<file path="src/rtl/core/gfare_pkg.sv">
// ============================================================================
// gfare_pkg
// Shared widths and defaults for the gap-filtered acknowledgement rate
// estimator.
// ============================================================================
package gfare_pkg;

    // Field widths of the acknowledgement and rate channels.
    localparam int TIME_W  = 64;
    localparam int BYTES_W = 32;
    localparam int RTT_W   = 40;
    localparam int RATE_W  = 64;

    // Default configuration of the estimator.
    localparam int HISTORY_DEPTH_DEF    = 5;
    localparam int TICKS_PER_SECOND_DEF = 1000000000;

endpackage

</file>
<file path="src/rtl/core/gfare_muldiv.sv">
// ============================================================================
// gfare_muldiv
// Iterative unit that forms a * TICKS_PER_SECOND at full width with one
// shared 32-bit multiplier, then divides by d one quotient bit per cycle.
// A quotient that does not fit in 64 bits saturates to all ones.
// ============================================================================
module gfare_muldiv #(
    parameter int TICKS_PER_SECOND = gfare_pkg::TICKS_PER_SECOND_DEF
) (
    input  logic                        clk,
    input  logic                        rst_n,
    input  logic                        start,
    input  logic [gfare_pkg::RATE_W-1:0] a,
    input  logic [gfare_pkg::RATE_W-1:0] d,
    output logic                        done,
    output logic [gfare_pkg::RATE_W-1:0] q
);
    import gfare_pkg::*;

    localparam int TPS_W  = $clog2(TICKS_PER_SECOND + 1);
    localparam int HALF_W = RATE_W / 2;
    localparam int MUL_W  = HALF_W + TPS_W;
    localparam int PROD_W = RATE_W + TPS_W;
    localparam int CNT_W  = $clog2(RATE_W);
    localparam logic [TPS_W-1:0] TPS_C = TPS_W'(TICKS_PER_SECOND);

    typedef enum logic [6:0] {
        MD_IDLE = 7'b0000001,
        MD_MLO  = 7'b0000010,
        MD_MHI  = 7'b0000100,
        MD_SUM  = 7'b0001000,
        MD_CHK  = 7'b0010000,
        MD_DIV  = 7'b0100000,
        MD_DONE = 7'b1000000
    } md_state_t;

    md_state_t            state_reg, state_next;
    logic [RATE_W-1:0]    a_reg, a_next;
    logic [RATE_W-1:0]    d_reg, d_next;
    logic [MUL_W-1:0]     plo_reg, plo_next;
    logic [MUL_W-1:0]     phi_reg, phi_next;
    logic [RATE_W-1:0]    rem_reg, rem_next;
    logic [RATE_W-1:0]    lo_reg, lo_next;
    logic [RATE_W-1:0]    q_reg, q_next;
    logic [CNT_W-1:0]     cnt_reg, cnt_next;

    logic [HALF_W-1:0]    mul_in;
    logic [MUL_W-1:0]     mul_out;
    logic [PROD_W-1:0]    prod;
    logic [RATE_W:0]      div_trial;
    logic                 div_ge;
    logic [RATE_W:0]      div_diff;

    // Shared multiplier: low half of a, then high half of a.
    assign mul_in  = (state_reg == MD_MLO) ? a_reg[HALF_W-1:0] : a_reg[RATE_W-1:HALF_W];
    assign mul_out = MUL_W'(mul_in) * MUL_W'(TPS_C);

    // Recombine the two partial products.
    assign prod = {phi_reg, {HALF_W{1'b0}}} + PROD_W'(plo_reg);

    // One restoring division step on the shifted remainder.
    assign div_trial = {rem_reg, lo_reg[RATE_W-1]};
    assign div_ge    = div_trial >= {1'b0, d_reg};
    assign div_diff  = div_trial - {1'b0, d_reg};

    // Sequencer and datapath next values.
    always_comb
    begin
        state_next = state_reg;
        a_next     = a_reg;
        d_next     = d_reg;
        plo_next   = plo_reg;
        phi_next   = phi_reg;
        rem_next   = rem_reg;
        lo_next    = lo_reg;
        q_next     = q_reg;
        cnt_next   = cnt_reg;
        case (state_reg)
            MD_IDLE:
            begin
                if (start)
                begin
                    a_next     = a;
                    d_next     = d;
                    state_next = MD_MLO;
                end
            end
            MD_MLO:
            begin
                plo_next   = mul_out;
                state_next = MD_MHI;
            end
            MD_MHI:
            begin
                phi_next   = mul_out;
                state_next = MD_SUM;
            end
            MD_SUM:
            begin
                rem_next   = RATE_W'(prod[PROD_W-1:RATE_W]);
                lo_next    = prod[RATE_W-1:0];
                state_next = MD_CHK;
            end
            MD_CHK:
            begin
                // The high word already reaching the divisor means overflow.
                if (rem_reg >= d_reg)
                begin
                    q_next     = '1;
                    state_next = MD_DONE;
                end
                else
                begin
                    q_next     = '0;
                    cnt_next   = '0;
                    state_next = MD_DIV;
                end
            end
            MD_DIV:
            begin
                rem_next = div_ge ? div_diff[RATE_W-1:0] : div_trial[RATE_W-1:0];
                q_next   = {q_reg[RATE_W-2:0], div_ge};
                lo_next  = {lo_reg[RATE_W-2:0], 1'b0};
                cnt_next = cnt_reg + 1'b1;
                if (cnt_reg == CNT_W'(RATE_W - 1))
                begin
                    state_next = MD_DONE;
                end
            end
            MD_DONE:
            begin
                state_next = MD_IDLE;
            end
            default:
            begin
                state_next = MD_IDLE;
            end
        endcase
    end

    // Control state.
    always_ff @(posedge clk or negedge rst_n)
    begin
        if (!rst_n)
        begin
            state_reg <= MD_IDLE;
        end
        else
        begin
            state_reg <= state_next;
        end
    end

    // Datapath registers.
    always_ff @(posedge clk)
    begin
        a_reg   <= a_next;
        d_reg   <= d_next;
        plo_reg <= plo_next;
        phi_reg <= phi_next;
        rem_reg <= rem_next;
        lo_reg  <= lo_next;
        q_reg   <= q_next;
        cnt_reg <= cnt_next;
    end

    assign done = (state_reg == MD_DONE);
    assign q    = q_reg;

endmodule

</file>
<file path="config.mk">
export PLATFORM = sky130hd
export DESIGN_NAME = gfare_muldiv
export DESIGN_NICKNAME = d
export VERILOG_FILES = /design/src/rtl/core/gfare_pkg.sv /design/src/rtl/core/gfare_muldiv.sv
export SDC_FILE = /design/constraint.sdc
export NUM_CORES = 2
export LEC_CHECK = 0
export ABC_AREA = 0
export ABC_CLOCK_PERIOD_IN_PS = 18400
export BUFFER_PORTS_ARGS = -buffer_cell sky130_fd_sc_hd__buf_2
export CAP_MARGIN = 20
export CORE_MARGIN = 2
export CORE_UTILIZATION = 39
export DETAILED_ROUTE_END_ITERATION = 8
export PLACE_DENSITY_LB_ADDON = 0.25
export SLEW_MARGIN = 10
export SYNTH_ARGS = -nofsm -noshare
export SYNTH_HDL_FRONTEND = slang
export SYNTH_SLANG_ARGS = --single-unit
export TNS_END_PERCENT = 50
</file>
<file path="constraint.sdc">
create_clock -name clk -period 18.4 [get_ports clk]
set_clock_uncertainty 0.05 [all_clocks]
set_input_delay 0.92 -clock clk [delete_from_list [all_inputs] [get_ports clk]]
set_output_delay 0.92 -clock clk [all_outputs]
set_load 0.01 [all_outputs]
</file>
==> key figures <==
Finish
  – Share of post-route cells with drive strength above 1: 9.489%
  – Fin area: 40060 um2
  – Final core area utilization: 43.58%
  – Fin nets: 4347
  – Diodes inserted: 0
  – Layout area overhead: 10.49%
  – Fillcell total: 8800

Job
  – MaxCap Viol Count: 0

Run status
  – Status: finished clean

Worst setup path
  – CP most frequent cell: fa_1
  – Arr. time, crit path: 9990 ps
  – Crit start category: flop
  – Slowest cell on crit path: mux2i_1
  – Worst setup path category: reg -> reg
  – Crit path max fanout: 86
  – Crit path required time: 18680 ps
  – Critical Path Max Stage Delay: 780 ps
  – Setup crit end kind: flop

Routing
  – Antenna-violating nets left: 0
  – DR vias/cell: 5.022
  – Initial DRC Count: 1268
  – Pre-antenna DRT Iters: 5
  – Drt drc: 0
  – Post-Route WL: 88.06 mm
  – Via count: 24030
  – Wire per inst: 18.41 um

Timing
  – RSZ-0062 raised after global routing: false
  – Final Max Tran Viols: 0
  – FMAX: 0.1030 GHz
  – Worst Max-Slew Pin Slew: 1052 ps
  – Final hold slack: 87.83 ps
  – Fin crit period: 9711 ps
  – TNS Setup: 0 ps
  – Final Setup Violations: 0
  – Period utilization: 52.78%
  – Slew margin rel.: 29.86%
  – Final Hold Viols: 0

Placed design
  – Port Buf Inserts: 195
  – RePlAce Congestion: 0.9272
  – HPWL after detailed placement: 70.13 mm
  – Placed Area: 38460 um2

Global routing
  – Global-route wire length before repair: 139.5 mm
  – Total GRT Usage: 18.64%
  – Vias in the first global route: 25000
  – Congestion Overflow GR: 0
  – Largest net degree at the start of global routing: 87
  – Initial antenna violation count: 1

CTS
  – Sink Count: 430
  – Longest Clk Path Bufs: 3
  – Total CTS buffers: 50
  – CTS resizes: 0
  – Post-CTS Setup Bufs: 0
  – CTS HTree Levels: 2
  – CTS tree: done
  – Clk slew on worst S/H paths: 60 ps
  – Worst skew pair latency: 620 ps
  – Hold_buf cts: 0
  – Clock Root Buffer: clkbuf_16

Floorplanning
  – Initial Utilization: 39.44%
  – Die span in y: 308.9 um
  – Core area: 91940 um2
  – Die Width: 308.9 um
  – Die area: 95430 um2
  – Top-level port count: 196
  – FP Rows: 111

Yosys
  – Synth Flop Type: edfxtp_1
  – Synth warn: 0
  – Yosys cell types: 89
  – Post-Syn Area: 36260 um2
  – Net count after synthesis: 4170
  – Post-synth EDFFs: 423
  – Async S/R FF share, synth: 1.628%
  – Seq/Total Area, Yosys: 35.52%
  – Syn_area_per_cell: 10.90 um2
  – Mapped Cells: 3325
  – Seq cells post-synth: 430

Min path
  – Hold Crit Class: in -> async
==> synthesized netlist by cell type, types with 13 or more instances <==
cell | number | area share [%]
nand4_1 | 38 | 0.66
nand2b_1 | 20 | 0.35
o211ai_1 | 21 | 0.43
o21ai_0 | 113 | 1.6
a21o_1 | 93 | 1.9
a31oi_1 | 18 | 0.31
and3_1 | 20 | 0.35
xor2_1 | 55 | 1.3
nor2b_1 | 16 | 0.28
a21oi_1 | 181 | 2.5
inv_1 | 559 | 5.8
xnor2_1 | 112 | 2.7
nor2_1 | 131 | 1.4
ha_1 | 408 | 14
nor3_1 | 38 | 0.52
mux2_2 | 13 | 0.40
nand3_1 | 44 | 0.61
o21bai_1 | 28 | 0.58
clkbuf_1 | 58 | 0.60
fa_1 | 306 | 17
edfxtp_1 | 423 | 35
o21a_1 | 78 | 1.6
mux2i_1 | 75 | 2.1
a211oi_1 | 17 | 0.35
nand2_1 | 264 | 2.7
==> through the flow <==
step,cells,setup slack [ps]
after detailed placement,4693,8677
after CTS,4784,8606
after global placement,4693,8864
after global routing,4784,7891
final,4784,8689
after floorplan,3325,7606
==> layout make-up <==
cell class                      instances  area [um2]  share of cell area [%]
Clock inverter                         29       305.3                  0.7620
Sequential cell                       430       12880                   32.15
Inverter                              559        2098                   5.237
Multi-Input combinational cell       2247       20800                   51.91
Tap cell                             1243        1555                   3.882
Timing Repair Buffer                  214        1131                   2.823
Clock buffer                           62        1296                   3.235
==> path summary, 6_finish.rpt <==
kind	slack (ps)	depth (start not counted)	endpoint	from
worst max-delay path	8690	27	plo_reg[59]$_DFFE_PP_	state_reg[3]$_DFFE_PN0P_
worst min-delay path	90	1	state_reg[1]$_DFFE_PN0P_	rst_n
worst max register to register	8690	27	plo_reg[59]$_DFFE_PP_	state_reg[3]$_DFFE_PN0P_
worst min register to register	460	2	lo_reg[32]$_DFFE_PP_	plo_reg[32]$_DFFE_PP_
max in group asynchronous	17980	1	state_reg[0]$_DFFE_PN1P_	rst_n
min in group clk	420	1	a_reg[33]$_DFFE_PP_	a[33]
==> critical path: cells and delay by family, from the launching register on <==
kind	cells	cell delay, ps
adders and majority gates	7	3450
DFF	1	420
and+or+nand+nor	7	1950
buffers and inverters	5	890
xor gates and xnor gates	3	820
muxes	1	780
AOI/OAI and AO/OA	4	970
==> cell usage in the layout, fill, tap and decap left out, drive strengths merged, types with 17 or more instances in the layout <==
master,instances
inv,564
xor2,55
o21bai,28
a21oi,183
and3,21
a31oi,18
o21a,78
a211oi,17
xnor2,112
mux2i,75
nor2,132
o211ai,21
nand2,264
nand3,45
edfxtp,423
a21o,94
ha,408
fa,306
nand2b,20
buf,214
o21ai,117
clkbuf,62
nor3,38
nand4,39
==> layer usage <==
metal | up-vias | part of all wire [%] | GRT usage (%)
met5 | - | 0.012 | 0
met4 | 2 | 2.6 | 5.317
met3 | 119 | 3.6 | 2.364
met2 | 427 | 48 | 32.15
met1 | 11670 | 45 | 24.58
li1 | 11810 | - | -
==> logic make-up after synthesis <==
kind of cell / share of synthesized area (%)
xor+xnor: 4.034
compound gates: 11.60
simple gates: 8.144
buf+inv: 7.216
fa+ha+maj: 30.97
mux: 2.516
flops: 35.52
Power is left out: the tool's default activity adds up to more than one toggle a clock period on the data nets, which glitch-free logic cannot reach.
