File: src/rtl/core/gfare_pkg.sv
// ============================================================================
// gfare_pkg
// Shared widths and defaults for the gap-filtered acknowledgement rate
// estimator.
// ============================================================================
package gfare_pkg;

    // Field widths of the acknowledgement and rate channels.
    localparam int TIME_W  = 64;
    localparam int BYTES_W = 32;
    localparam int RTT_W   = 40;
    localparam int RATE_W  = 64;

    // Default configuration of the estimator.
    localparam int HISTORY_DEPTH_DEF    = 5;
    localparam int TICKS_PER_SECOND_DEF = 1000000000;

endpackage

File: src/rtl/core/gfare_hist.sv
// ============================================================================
// gfare_hist
// Shift history of window rate samples. After each push a single comparator
// sweeps the history one entry per cycle to find the maximum.
// ============================================================================
module gfare_hist #(
    parameter int HISTORY_DEPTH = gfare_pkg::HISTORY_DEPTH_DEF
) (
    input  logic                         clk,
    input  logic                         rst_n,
    input  logic                         push,
    input  logic [gfare_pkg::RATE_W-1:0] rate,
    output logic                         done,
    output logic [gfare_pkg::RATE_W-1:0] rate_max,
    output logic [gfare_pkg::RATE_W-1:0] latest_rate
);
    import gfare_pkg::*;

    localparam int IDX_W = (HISTORY_DEPTH > 1) ? $clog2(HISTORY_DEPTH) : 1;
    localparam int CNT_W = $clog2(HISTORY_DEPTH + 1);

    logic [RATE_W-1:0] hist_reg [HISTORY_DEPTH];
    logic [RATE_W-1:0] hist_next [HISTORY_DEPTH];
    logic [RATE_W-1:0] max_reg, max_next;
    logic [CNT_W-1:0]  cnt_reg, cnt_next;
    logic              busy_reg, busy_next;
    logic [RATE_W-1:0] sel;
    logic              sweep_end;

    assign sel       = hist_reg[cnt_reg[IDX_W-1:0]];
    assign sweep_end = (cnt_reg == CNT_W'(HISTORY_DEPTH));

    // Push shifts the history; the sweep then folds one entry per cycle.
    always_comb
    begin
        hist_next = hist_reg;
        max_next  = max_reg;
        cnt_next  = cnt_reg;
        busy_next = busy_reg;
        if (push)
        begin
            for (int i = HISTORY_DEPTH - 1; i > 0; i--)
            begin
                hist_next[i] = hist_reg[i-1];
            end
            hist_next[0] = rate;
            max_next     = rate;
            cnt_next     = CNT_W'(1);
            busy_next    = 1'b1;
        end
        else if (busy_reg)
        begin
            if (sweep_end)
            begin
                busy_next = 1'b0;
            end
            else
            begin
                if (sel > max_reg)
                begin
                    max_next = sel;
                end
                cnt_next = cnt_reg + 1'b1;
            end
        end
    end

    // History and running maximum start at zero.
    always_ff @(posedge clk or negedge rst_n)
    begin
        if (!rst_n)
        begin
            for (int i = 0; i < HISTORY_DEPTH; i++)
            begin
                hist_reg[i] <= '0;
            end
            max_reg  <= '0;
            cnt_reg  <= '0;
            busy_reg <= 1'b0;
        end
        else
        begin
            hist_reg <= hist_next;
            max_reg  <= max_next;
            cnt_reg  <= cnt_next;
            busy_reg <= busy_next;
        end
    end

    assign done        = busy_reg && sweep_end;
    assign rate_max    = max_reg;
    assign latest_rate = hist_reg[0];

endmodule

File: config.mk
export PLATFORM = sky130hd
export DESIGN_NAME = gfare_hist
export DESIGN_NICKNAME = d
export VERILOG_FILES = /design/src/rtl/core/gfare_pkg.sv /design/src/rtl/core/gfare_hist.sv
export SDC_FILE = /design/constraint.sdc
export NUM_CORES = 1
export LEC_CHECK = 0
export ABC_AREA = 1
export ABC_CLOCK_PERIOD_IN_PS = 3290
export BUFFER_PORTS_ARGS = -buffer_cell sky130_fd_sc_hd__buf_2
export CORE_MARGIN = 2
export CORE_UTILIZATION = 45
export CTS_BUF_LIST = sky130_fd_sc_hd__clkbuf_2
export DETAILED_ROUTE_END_ITERATION = 6
export SKIP_LAST_GASP = 1
export SLEW_MARGIN = 5
export SYNTH_ARGS = -nofsm -noshare
export SYNTH_HDL_FRONTEND = slang
export SYNTH_SLANG_ARGS = --single-unit
File: constraint.sdc
create_clock -name clk -period 3.29 [get_ports clk]
set_clock_uncertainty 0.2 [all_clocks]
set_input_delay 0.1645 -clock clk [delete_from_list [all_inputs] [get_ports clk]]
set_output_delay 0.1645 -clock clk [all_outputs]
set_load 0.02 [all_outputs]
==> reports/metrics.yaml, run 1 <==
flow_run:
  maxCapViolCount: 0
floorplan:
  core_area_sq_um: 44100
  die_height_um: 215
  chipWidth_um: 215
  rows: 77
  die-area_sq_um: 46300
  ioPinCount: 196
  start_util_pct: 45.5
setup_path:
  cp-end-kind: "register"
  required_ns: 4.05
  critPathMaxFanout: 8
  worstRegToRegCells: 23
  reg2reg_from: "cnt_reg[0]$_DFFE_PN0P_"
  startpoint_type: "register"
  path_class: "reg -> reg"
  r2r-end: "rate_max[28]$_DFFE_PN0P_"
  worstSetupStartpoint: "cnt_reg[0]$_DFFE_PN0P_"
  reg2reg_slack_ns: -0.14
  worstPathArrival_ns: 4.19
global_route:
  use_met3_pct: 4.12
  grt_use_total_pct: 26.1
  use_met2_pct: 43.4
  grt.overflow.total: 0
  grt_use_met1_pct: 34.7
  grt_pass1_vias: 18841
  busiest_layer: "met2"
  grt_first_pass_wirelength_um: 97900
  grt_max_degree: 202
  antenna_found_initial: 1
synthesis:
  ys.warnings.count: 0
  yosysMostFrequentCell: "nand2_1"
  syn_area_sq_um: 20100
  synth_area_leaders: "dfrtp_1 (48%), nand2_1 (14%), o21ai_0 (9.2%)"
  async_reset_ff_share_pct: 100
  yosysUniqueCellTypes: 32
  synth_cells: 2509
  ys_ff_latch: 388
  mappedNetlistNets: 2642
  yosys.area.top_type: "dfrtp_1"
  synth_edf_count: 0
  synth_top_cells_by_count: "nand2_1 (767), dfrtp_1 (388), o21ai_0 (368)"
  ys_seq_area_share_pct: 48.4
  avgSynthCellArea_sq_um: 8.00
  synth_top_area_share_pct: 48.4
  synth_ff_type: "dfrtp_1"
cts:
  worst_skew_pair.late_latency_ns: 1.08
  clock-sinks: 388
  path_clk_slew_ns: 0.11
  root_buffer: "clkbuf_2"
  cts_tree: "yes"
  htreeDepth: 3
  cts_buffers: 104
  max-clock-path-buffers: 3
placement:
  postPlaceCellArea_sq_um: 21700
  io_buffers: 195
  routabilityCongestion: 0.805
  post-dp-hpwl_um: 33700
sta:
  hold_slack_ns: 0.278
  fmax_ghz: 0.292
  relSlewSlack_pct: 39.4
  setup-tns-final_ns: -5.29
  worst_slack_ns: -0.139
  finalHoldViolCount: 0
  slew_viol_final: 0
  worst_slew_pin_slew_ns: 0.909
  setup_viol: 64
  post-route-min-period_ns: 3.43
  period_share_pct: 104
  grt_setup_unrepaired: "true"
power:
  power_per_cell_area_nw_per_um2: 872
  power_switching_share_pct: 45.1
  ir_worst_vdd_mv: 0.523
  p_clk_share_pct: 15.0
  p_leak_nw: 13.2
  internal-power_w: 0.0125
  p_seq_share_pct: 27.9
  combPwrFrac_pct: 57.1
  switching_power_w: 0.0103
  p_total_w: 0.0228
cells_and_area:
  stdcell_area_sq_um: 26200
  final.fill_count: 3975
  finish.utilization_pct: 59.4
  drive_gt1_share_pct: 22.1
  largest_register_ffs: 256
  final_nets: 3108
  syn2layout_area_growth_pct: 30.5
worst_hold_path:
  holdPathEnd: "hist_reg[188]$_DFFE_PN0P_"
  hold_path_depth: 2
  hold_class: "reg -> reg"
  hold_start: "hist_reg[252]$_DFFE_PN0P_"
drt:
  viasPerCell: 5.10
  drc_errors: 0
  drtAntennaViolNets: 0
  drt_wl_total_um: 60000
  first_pass_iters: 5
  drtIter0Drc: 1408
  wl_per_cell_um: 16.4
  vias: 18603
run_status:
  status: "finished with violations"
  violations: "negative setup slack"
[repair_timing]
item                                    4_1_cts  5_1_grt
gates cloned                                 12        5
hold buffers                                239        0
endpoints found under the setup margin       64       64
resized for setup                            66       85
setup buffers                                 7       15
endpoints found under the hold margin       737        0
pin swaps                                    13       29
[cell families (layout without fill, tap and decap cells)]
kind of cell / count (synthesis) / in the layout / share of synthesized area, %
flip-flops: 388 / 388 / 48.4
buffers and inverters: 499 / 1044 / 11.8
AND/OR/NAND/NOR: 932 / 932 / 20.2
AO/OA/AOI/OAI: 624 / 624 / 15.6
other: 0 / 1 / 0
adder cells (fa/ha/maj): 66 / 66 / 4.11
[critical path, cell delays in order, from the launching register on]
cell	delay, ns
dfrtp_4	0.53
clkinv_8	0.14
buf_12	0.18
buf_4	0.14
buf_4	0.13
o21ai_1	0.14
nand3_1	0.10
o21ai_2	0.12
ha_1	0.28
nand2_1	0.09
nor2_2	0.06
inv_1	0.06
nor2_2	0.04
nand2_2	0.08
inv_2	0.04
buf_4	0.12
a21oi_2	0.13
nand2_2	0.07
nand2_4	0.11
nand2_8	0.10
buf_12	0.17
clkbuf_16	0.17
nand2_1	0.06
nand2_1	0.04
[per-layer routing]
metal,wire length (um),vias up,part of all wire (%)
met4,1320,0,2.2
li1,-,8983,-
met5,0,-,0
met3,3040,107,5.1
met1,26700,8963,45
met2,28900,550,48
[cell usage in the layout, fill, tap and decap left out, types with 12 or more instances in the layout]
cell / count
nand2_1: 750
dfrtp_1: 386
o21ai_0: 348
inv_1: 270
dlygate4sd3_1: 236
buf_2: 193
clkbuf_2: 153
a21oi_1: 136
buf_4: 83
o21ai_1: 76
nand3_1: 71
nand3_2: 62
ha_1: 61
o21ai_2: 36
buf_12: 35
clkinv_1: 25
a21oi_2: 22
nand2_2: 18
buf_16: 14
inv_2: 12
nor2_1: 12
[power groups by stage]
stage	combinational [W]	sequential (W)	clock, W
2_1_floorplan	0.00655	0.00672	0
3_3_place_gp	0.00971	0.00642	0
3_5_place_dp	0.00992	0.00645	0
4_1_cts	0.0123	0.00636	0.00354
5_1_grt	0.0143	0.00649	0.00382
6_report	0.0130	0.00638	0.00343
[cell type report]
cell class | instances | area, sq um | area share (%)
clock inverter | 32 | 151 | 0.578
timing repair buffer | 577 | 5330 | 20.3
sequential | 388 | 9710 | 37.1
clock buffer | 153 | 766 | 2.92
tap | 592 | 741 | 2.83
multi-input combinational | 1622 | 8430 | 32.2
antenna | 1 | 2.50 | 0.00955
inverter | 282 | 1080 | 4.13
[metrics by stage]
step / setup WS [ns] / cells
2_1_floorplan: 0.392 / 2509
3_3_place_gp: -0.0216 / 3186
3_5_place_dp: -0.0507 / 3186
4_1_cts: -0.0571 / 3629
5_1_grt: -0.317 / 3647
6_report: -0.139 / 3647
[worst max path at each step]
stage                     depth (start not counted)                        to
after floorplan                                  23  rate_max[10]$_DFFE_PN0P_
after global placement                           22   rate_max[2]$_DFFE_PN0P_
after detailed placement                         21  rate_max[38]$_DFFE_PN0P_
after CTS                                        21  rate_max[28]$_DFFE_PN0P_
after global routing                             22  rate_max[36]$_DFFE_PN0P_
final                                            23  rate_max[28]$_DFFE_PN0P_
Power figures use the tool's default switching activity.
==> inputs of run 2 (changes only) <==
ABC_AREA = unset   (was 1)
==> run 2 against run 1 <==
The run still ends with negative setup slack left. Combinational power increased by 8%. Largest cell class unchanged. Count of clock-buffer cells in the layout decreased by 6. Fmax decreased by 17%. Utilization increased by 0.23 points. Critical path depth decreased by 9. Highest routed layer unchanged. Area after synthesis decreased by 3.1%. Design area decreased by 2.4%. Sequential cell count unchanged.
==> reports/metrics.yaml, run 2 <==
run_status:
  status: "finished with violations"
  violations: "negative setup slack"
setup_path:
  crit_path_end: "rate_max[4]$_DFFE_PN0P_"
  worstRegToRegCells: 14
  critPathMaxFanout: 21
  reg2reg_from: "cnt_reg[0]$_DFFE_PN0P_"
  startpoint_type: "register"
  cp-end-kind: "register"
  r2r-end: "rate_max[4]$_DFFE_PN0P_"
  path_class: "reg -> reg"
  reg2reg_slack_ns: -0.86
  worstSetupStartpoint: "cnt_reg[0]$_DFFE_PN0P_"
  worstPathArrival_ns: 4.79
  required_ns: 3.93
drt:
  viasPerCell: 5.23
  drtIter0Drc: 717
  vias: 14635
  drtAntennaViolNets: 0
  drc_errors: 0
  first_pass_iters: 4
  drt_wl_total_um: 51500
  wl_per_cell_um: 18.4
sta:
  fmax_ghz: 0.241
  worst_slack_ns: -0.861
  grt_setup_unrepaired: "true"
  post-route-min-period_ns: 4.15
  setup_viol: 64
  worst_slew_pin_slew_ns: 1.05
  slew_viol_final: 0
  relSlewSlack_pct: 29.9
  finalHoldViolCount: 0
  period_share_pct: 126
floorplan:
  ioPinCount: 196
  rows: 76
  chipWidth_um: 212
  core_area_sq_um: 42900
  die-area_sq_um: 44900
  start_util_pct: 45.4
  die_height_um: 212
cts:
  worst_skew_pair.late_latency_ns: 1.03
  htreeDepth: 3
  root_buffer: "clkbuf_2"
  cts_buffers: 105
  clock-sinks: 388
  cts_tree: "yes"
  max-clock-path-buffers: 3
  path_clk_slew_ns: 0.10
synthesis:
  synth_top_area_share_pct: 49.9
  synth_ff_type: "dfrtp_1"
  async_reset_ff_share_pct: 100
  synth_cells: 1567
  ys_ff_latch: 388
  synth_edf_count: 0
  synth_area_leaders: "dfrtp_1 (50%), mux2_2 (15%), mux4_2 (7.4%)"
  syn_area_sq_um: 19500
  mappedNetlistNets: 1700
  yosysUniqueCellTypes: 44
  yosysMostFrequentCell: "dfrtp_1"
  ys.warnings.count: 0
  avgSynthCellArea_sq_um: 12.4
  ys_seq_area_share_pct: 49.9
  yosys.area.top_type: "dfrtp_1"
  synth_top_cells_by_count: "dfrtp_1 (388), mux2_2 (258), inv_1 (129)"
flow_run:
  maxCapViolCount: 0
cells_and_area:
  syn2layout_area_growth_pct: 31.5
  layout_common_cells: "dfrtp_1 (386), buf_4 (261), mux2_2 (258)"
  finish.utilization_pct: 59.6
  final_common_cell: "dfrtp_1"
  largest_register_ffs: 256
  layout.cells.non_filler: 2797
  final_nets: 2279
  drive_gt1_share_pct: 48.0
global_route:
  grt.overflow.total: 0
  grt_use_total_pct: 23.0
  antenna_found_initial: 1
  grt_first_pass_wirelength_um: 81100
  grt_pass1_vias: 15471
  grt_max_degree: 83
placement:
  io_buffers: 195
  dp_slack_ns: -1.12
  routabilityCongestion: 0.782
  dp.cells: 2462
  post-dp-hpwl_um: 32200
worst_hold_path:
  hold_path_depth: 5
  hold_class: "in -> reg"
power:
  power_per_cell_area_nw_per_um2: 942
  p_leak_nw: 12.2
  ir_worst_vdd_mv: 0.443
## run 2: kinds of logic after synthesis
family / count (synthesis) / share of synthesized area, %
flops: 388 / 49.9
simple gates: 181 / 4.39
fa+ha+maj: 66 / 4.24
compound gates: 311 / 11.3
xor+xnor: 2 / 0.0900
buf+inv: 297 / 7.73
mux: 322 / 22.3
## run 2: how the worst min path moves through the flow
stage | startpoint | endpoint | slack [ns]
finish | rate[13] | rate_max[13]$_DFFE_PN0P_ | 0.25
detailed placement | rst_n | hist_reg[241]$_DFFE_PN0P_ | 0.005
global route | rate[13] | rate_max[13]$_DFFE_PN0P_ | 0.15
floorplan | rst_n | busy_reg$_DFF_PN0_ | -0.33
CTS | rate[45] | rate_max[45]$_DFFE_PN0P_ | 0.11
global placement | rst_n | hist_reg[113]$_DFFE_PN0P_ | -0.0007
## run 2: cell type report
class / instances / area, sq um
fill: 3561 / 17300
sequential: 388 / 9720
multi-input combinational: 882 / 8530
timing repair buffer: 640 / 5280
clock buffer: 147 / 736
tap: 585 / 732
inverter: 129 / 484
clock inverter: 25 / 104
antenna: 1 / 2.50
## run 2: metrics by stage
stage	instance area [sq um]	power (W)	hold WS, ns	setup TNS (ns)
global route	25600	0.0259	0.151	-62.98
CTS	25100	0.0231	0.113	-51.05
global placement	22700	0.0191	-0.000725	-60.99
floorplan	19500	0.0146	-0.331	-27.66
finish	25600	0.0241	0.247	-52.37
detailed placement	22700	0.0194	0.00466	-66.44
## run 2: repair_timing
action                     CTS  global route
hold endpoints to repair   776             0
setup endpoints to repair   64            64
pin swaps                    1             9
hold buffers               141             0
gates resized for setup     13            34
gates cloned                 1             8
buffers inserted             5             7
## run 2: report_power, final
| part | leakage (nW) | switching, W | internal (W) |
|---|---|---|---|
| clock | 0.660 | 0.00198 | 0.00119 |
| sequential | 4.70 | 0.000974 | 0.00592 |
| combinational | 6.82 | 0.00701 | 0.00702 |
## run 2: critical path, cell delays in order (launching register included)
cell and delay [ns]:
dfrtp_4 0.50, buf_6 0.15, clkbuf_16 0.16, mux4_2 0.49
a22o_1 0.21, ha_1 0.33, nand4_2 0.13, nor4_2 0.28
buf_4 0.18, nand4_1 0.13, or4_4 0.55, and2_4 0.23
buf_12 0.18, a21oi_1 0.16, o31ai_1 0.09
## run 2: layer usage
metal | wire length (um) | track usage, %
met1 | 22900 | 29.9
met5 | 0 | 0
met3 | 2100 | 4.33
met2 | 25500 | 38.3
met4 | 1020 | 8.35
==> inputs of run 3 (changes only) <==
CTS_BUF_LIST = sky130_fd_sc_hd__clkbuf_16   (was sky130_fd_sc_hd__clkbuf_2)
==> run 3 against run 2 <==
The run still ends with negative setup slack left. Sequential power about the same. Via count decreased by 5.2%. Worst setup slack improved by 0.019 ns. Sequential share of layout area is 0.40 points higher. Utilization is 0.62 points lower. Final cell count is 5.9% lower. Power increased by 4.5%. Count of clock-buffer cells in the layout decreased by 102. Fmax up 0.45%. Combinational power is 4% lower. Global-route usage shrank 0.52 points.
==> reports/metrics.yaml, run 3 (same netlist as run 2, synthesis figures left out) <==
setup_path:
  cp_slowest_cell: "dfrtp_4"
  path_class: "reg -> reg"
  critPathMaxFanout: 14
  path_buf_inv: 5
  startpoint_type: "register"
  worstPathArrival_ns: 4.40
  crit_family: "compound AO/OA/AOI/OAI gates"
  cp-end-kind: "register"
  required_ns: 3.56
  cpPeakStageDelay_ns: 0.49
  crit_chain: "buf_16 -> buf_12 -> mux4_2 -> a22o_1 -> ha_1 -> nand4_1 -> a2111oi_4 -> nor4_2 -> buf_4 -> o21a_1 -> o211ai_1 -> buf_4 -> buf_12 -> a21oi_2 -> o31ai_1"
cts:
  clock-sinks: 388
  path_clk_slew_ns: 0.06
  cts_tree: "yes"
  htreeDepth: 2
  root_buffer: "clkbuf_16"
  worst_skew_pair.late_latency_ns: 0.58
  cts_buffers: 44
  max-clock-path-buffers: 3
placement:
  dp.cells: 2462
  routabilityCongestion: 0.782
  io_buffers: 195
  postPlaceCellArea_sq_um: 22700
  post-dp-hpwl_um: 32200
drt:
  drt_wl_total_um: 50000
  vias: 13872
  viasPerCell: 5.27
  drc_errors: 0
  drtIter0Drc: 728
  wl_per_cell_um: 19.0
  drtAntennaViolNets: 0
  first_pass_iters: 5
sta:
  fmax_ghz: 0.242
  relSlewSlack_pct: 60.6
  worst_slack_ns: -0.842
  setup_viol: 64
  period_share_pct: 126
  hold_slack_ns: 0.161
  grt_setup_unrepaired: "true"
  slew_viol_final: 0
  post-route-min-period_ns: 4.13
  finalHoldViolCount: 0
  worst_slew_pin_slew_ns: 0.589
cells_and_area:
  largest_register_ffs: 256
  diodes: 0
  drive_gt1_share_pct: 47.5
  layout.cells.non_filler: 2632
  final.fill_count: 3570
  final_common_cell: "dfrtp_1"
  syn2layout_area_growth_pct: 30.1
  finish.utilization_pct: 59.0
  stdcell_area_sq_um: 25300
  layout_common_cells: "dfrtp_1 (386), buf_4 (267), mux2_2 (258)"
  final_nets: 2149
worst_hold_path:
  hold_class: "in -> reg"
floorplan:
  rows: 76
  ioPinCount: 196
  die-area_sq_um: 44900
  die_height_um: 212
  core_area_sq_um: 42900
  start_util_pct: 45.4
  chipWidth_um: 212
global_route:
  grt_max_degree: 83
  grt_first_pass_wirelength_um: 79100
  antenna_found_initial: 0
  grt_use_total_pct: 22.4
  grt_pass1_vias: 14563
  grt.overflow.total: 0
power:
  ir_worst_vdd_mv: 0.539
  p_leak_nw: 11.9
  power_per_cell_area_nw_per_um2: 995
run_status:
  violations: "negative setup slack"
  status: "finished with violations"
flow_run:
  maxCapViolCount: 0
run 3: cell types whose count changed in the layout (fill, tap and decap cells not counted), sizes merged:
cell         previous run  this run
buf                   492       498
bufinv                  0         4
clkbuf                155        50
clkinv                 20        21
clkinvlp                2         1
diode                   1         0
dlygate4sd3           140        68
inv                   132       135
run 3: what timing repair did:
action                     in CTS  in global routing
hold buffers                   69                  0
gates resized for setup        15                 29
hold endpoints to repair      554                  0
gates cloned                    1                  5
buffers inserted                7                 11
setup endpoints to repair      64                 64
pin swaps                       1                  2
run 3: stage by stage:
step | setup WS [ns] | power, W | TNS (ns)
final | -0.842 | 0.0252 | -50.86
after global routing | -1.02 | 0.0269 | -62.21
after detailed placement | -1.12 | 0.0194 | -66.44
after floorplan | -0.462 | 0.0146 | -27.66
after global placement | -0.996 | 0.0191 | -60.99
after CTS | -0.815 | 0.0246 | -49.76
run 3: per-layer routing:
metal  routed length [um]  share of wire (%)  vias to the layer above  GRT usage [%]
met5                    0                  0                        -              0
met4                 1240                2.5                        0           7.07
met3                 1520                3.0                       71           2.82
met2                24700                 49                      221           37.9
met1                22600                 45                     7065           30.2
li1                     -                  -                     6515              -
run 3: layout make-up:
class / instances / area (sq um) / area share, %
sequential: 388 / 9720 / 38.4
multi-input combinational: 882 / 8500 / 33.6
timing repair buffer: 571 / 4510 / 17.8
clock buffer: 45 / 1130 / 4.45
tap: 585 / 732 / 2.89
inverter: 129 / 484 / 1.91
clock inverter: 32 / 243 / 0.959
run 3: worst paths after layout:
path                       depth (start not counted)                          end                     start  slack, ns
max                                               15      rate_max[7]$_DFFE_PN0P_    cnt_reg[0]$_DFFE_PN0P_      -0.84
min                                                4     rate_max[33]$_DFFE_PN0P_                  rate[33]       0.16
max reg2reg                                       15      rate_max[7]$_DFFE_PN0P_    cnt_reg[0]$_DFFE_PN0P_      -0.84
min reg2reg                                        1     hist_reg[47]$_DFFE_PN0P_  hist_reg[47]$_DFFE_PN0P_       0.31
max in group asynchronous                          4  latest_rate[27]$_DFFE_PN0P_                     rst_n       1.73
min in group asynchronous                          3  latest_rate[48]$_DFFE_PN0P_                     rst_n       0.42
run 3: where the power goes:
| part | leakage [nW] | total [W] | switching, W | internal (W) |
|---|---|---|---|---|
| registers | 4.70 | 0.00690 | 0.000963 | 0.00594 |
| clock network | 0.695 | 0.00474 | 0.00197 | 0.00278 |
| logic | 6.49 | 0.0135 | 0.00686 | 0.00669 |
run 3: tightest hold or removal path: stages:
cell,delay (ns)
dlygate4sd3_1,0.52
buf_2,0.09
nand2_1,0.06
o31ai_1,0.06
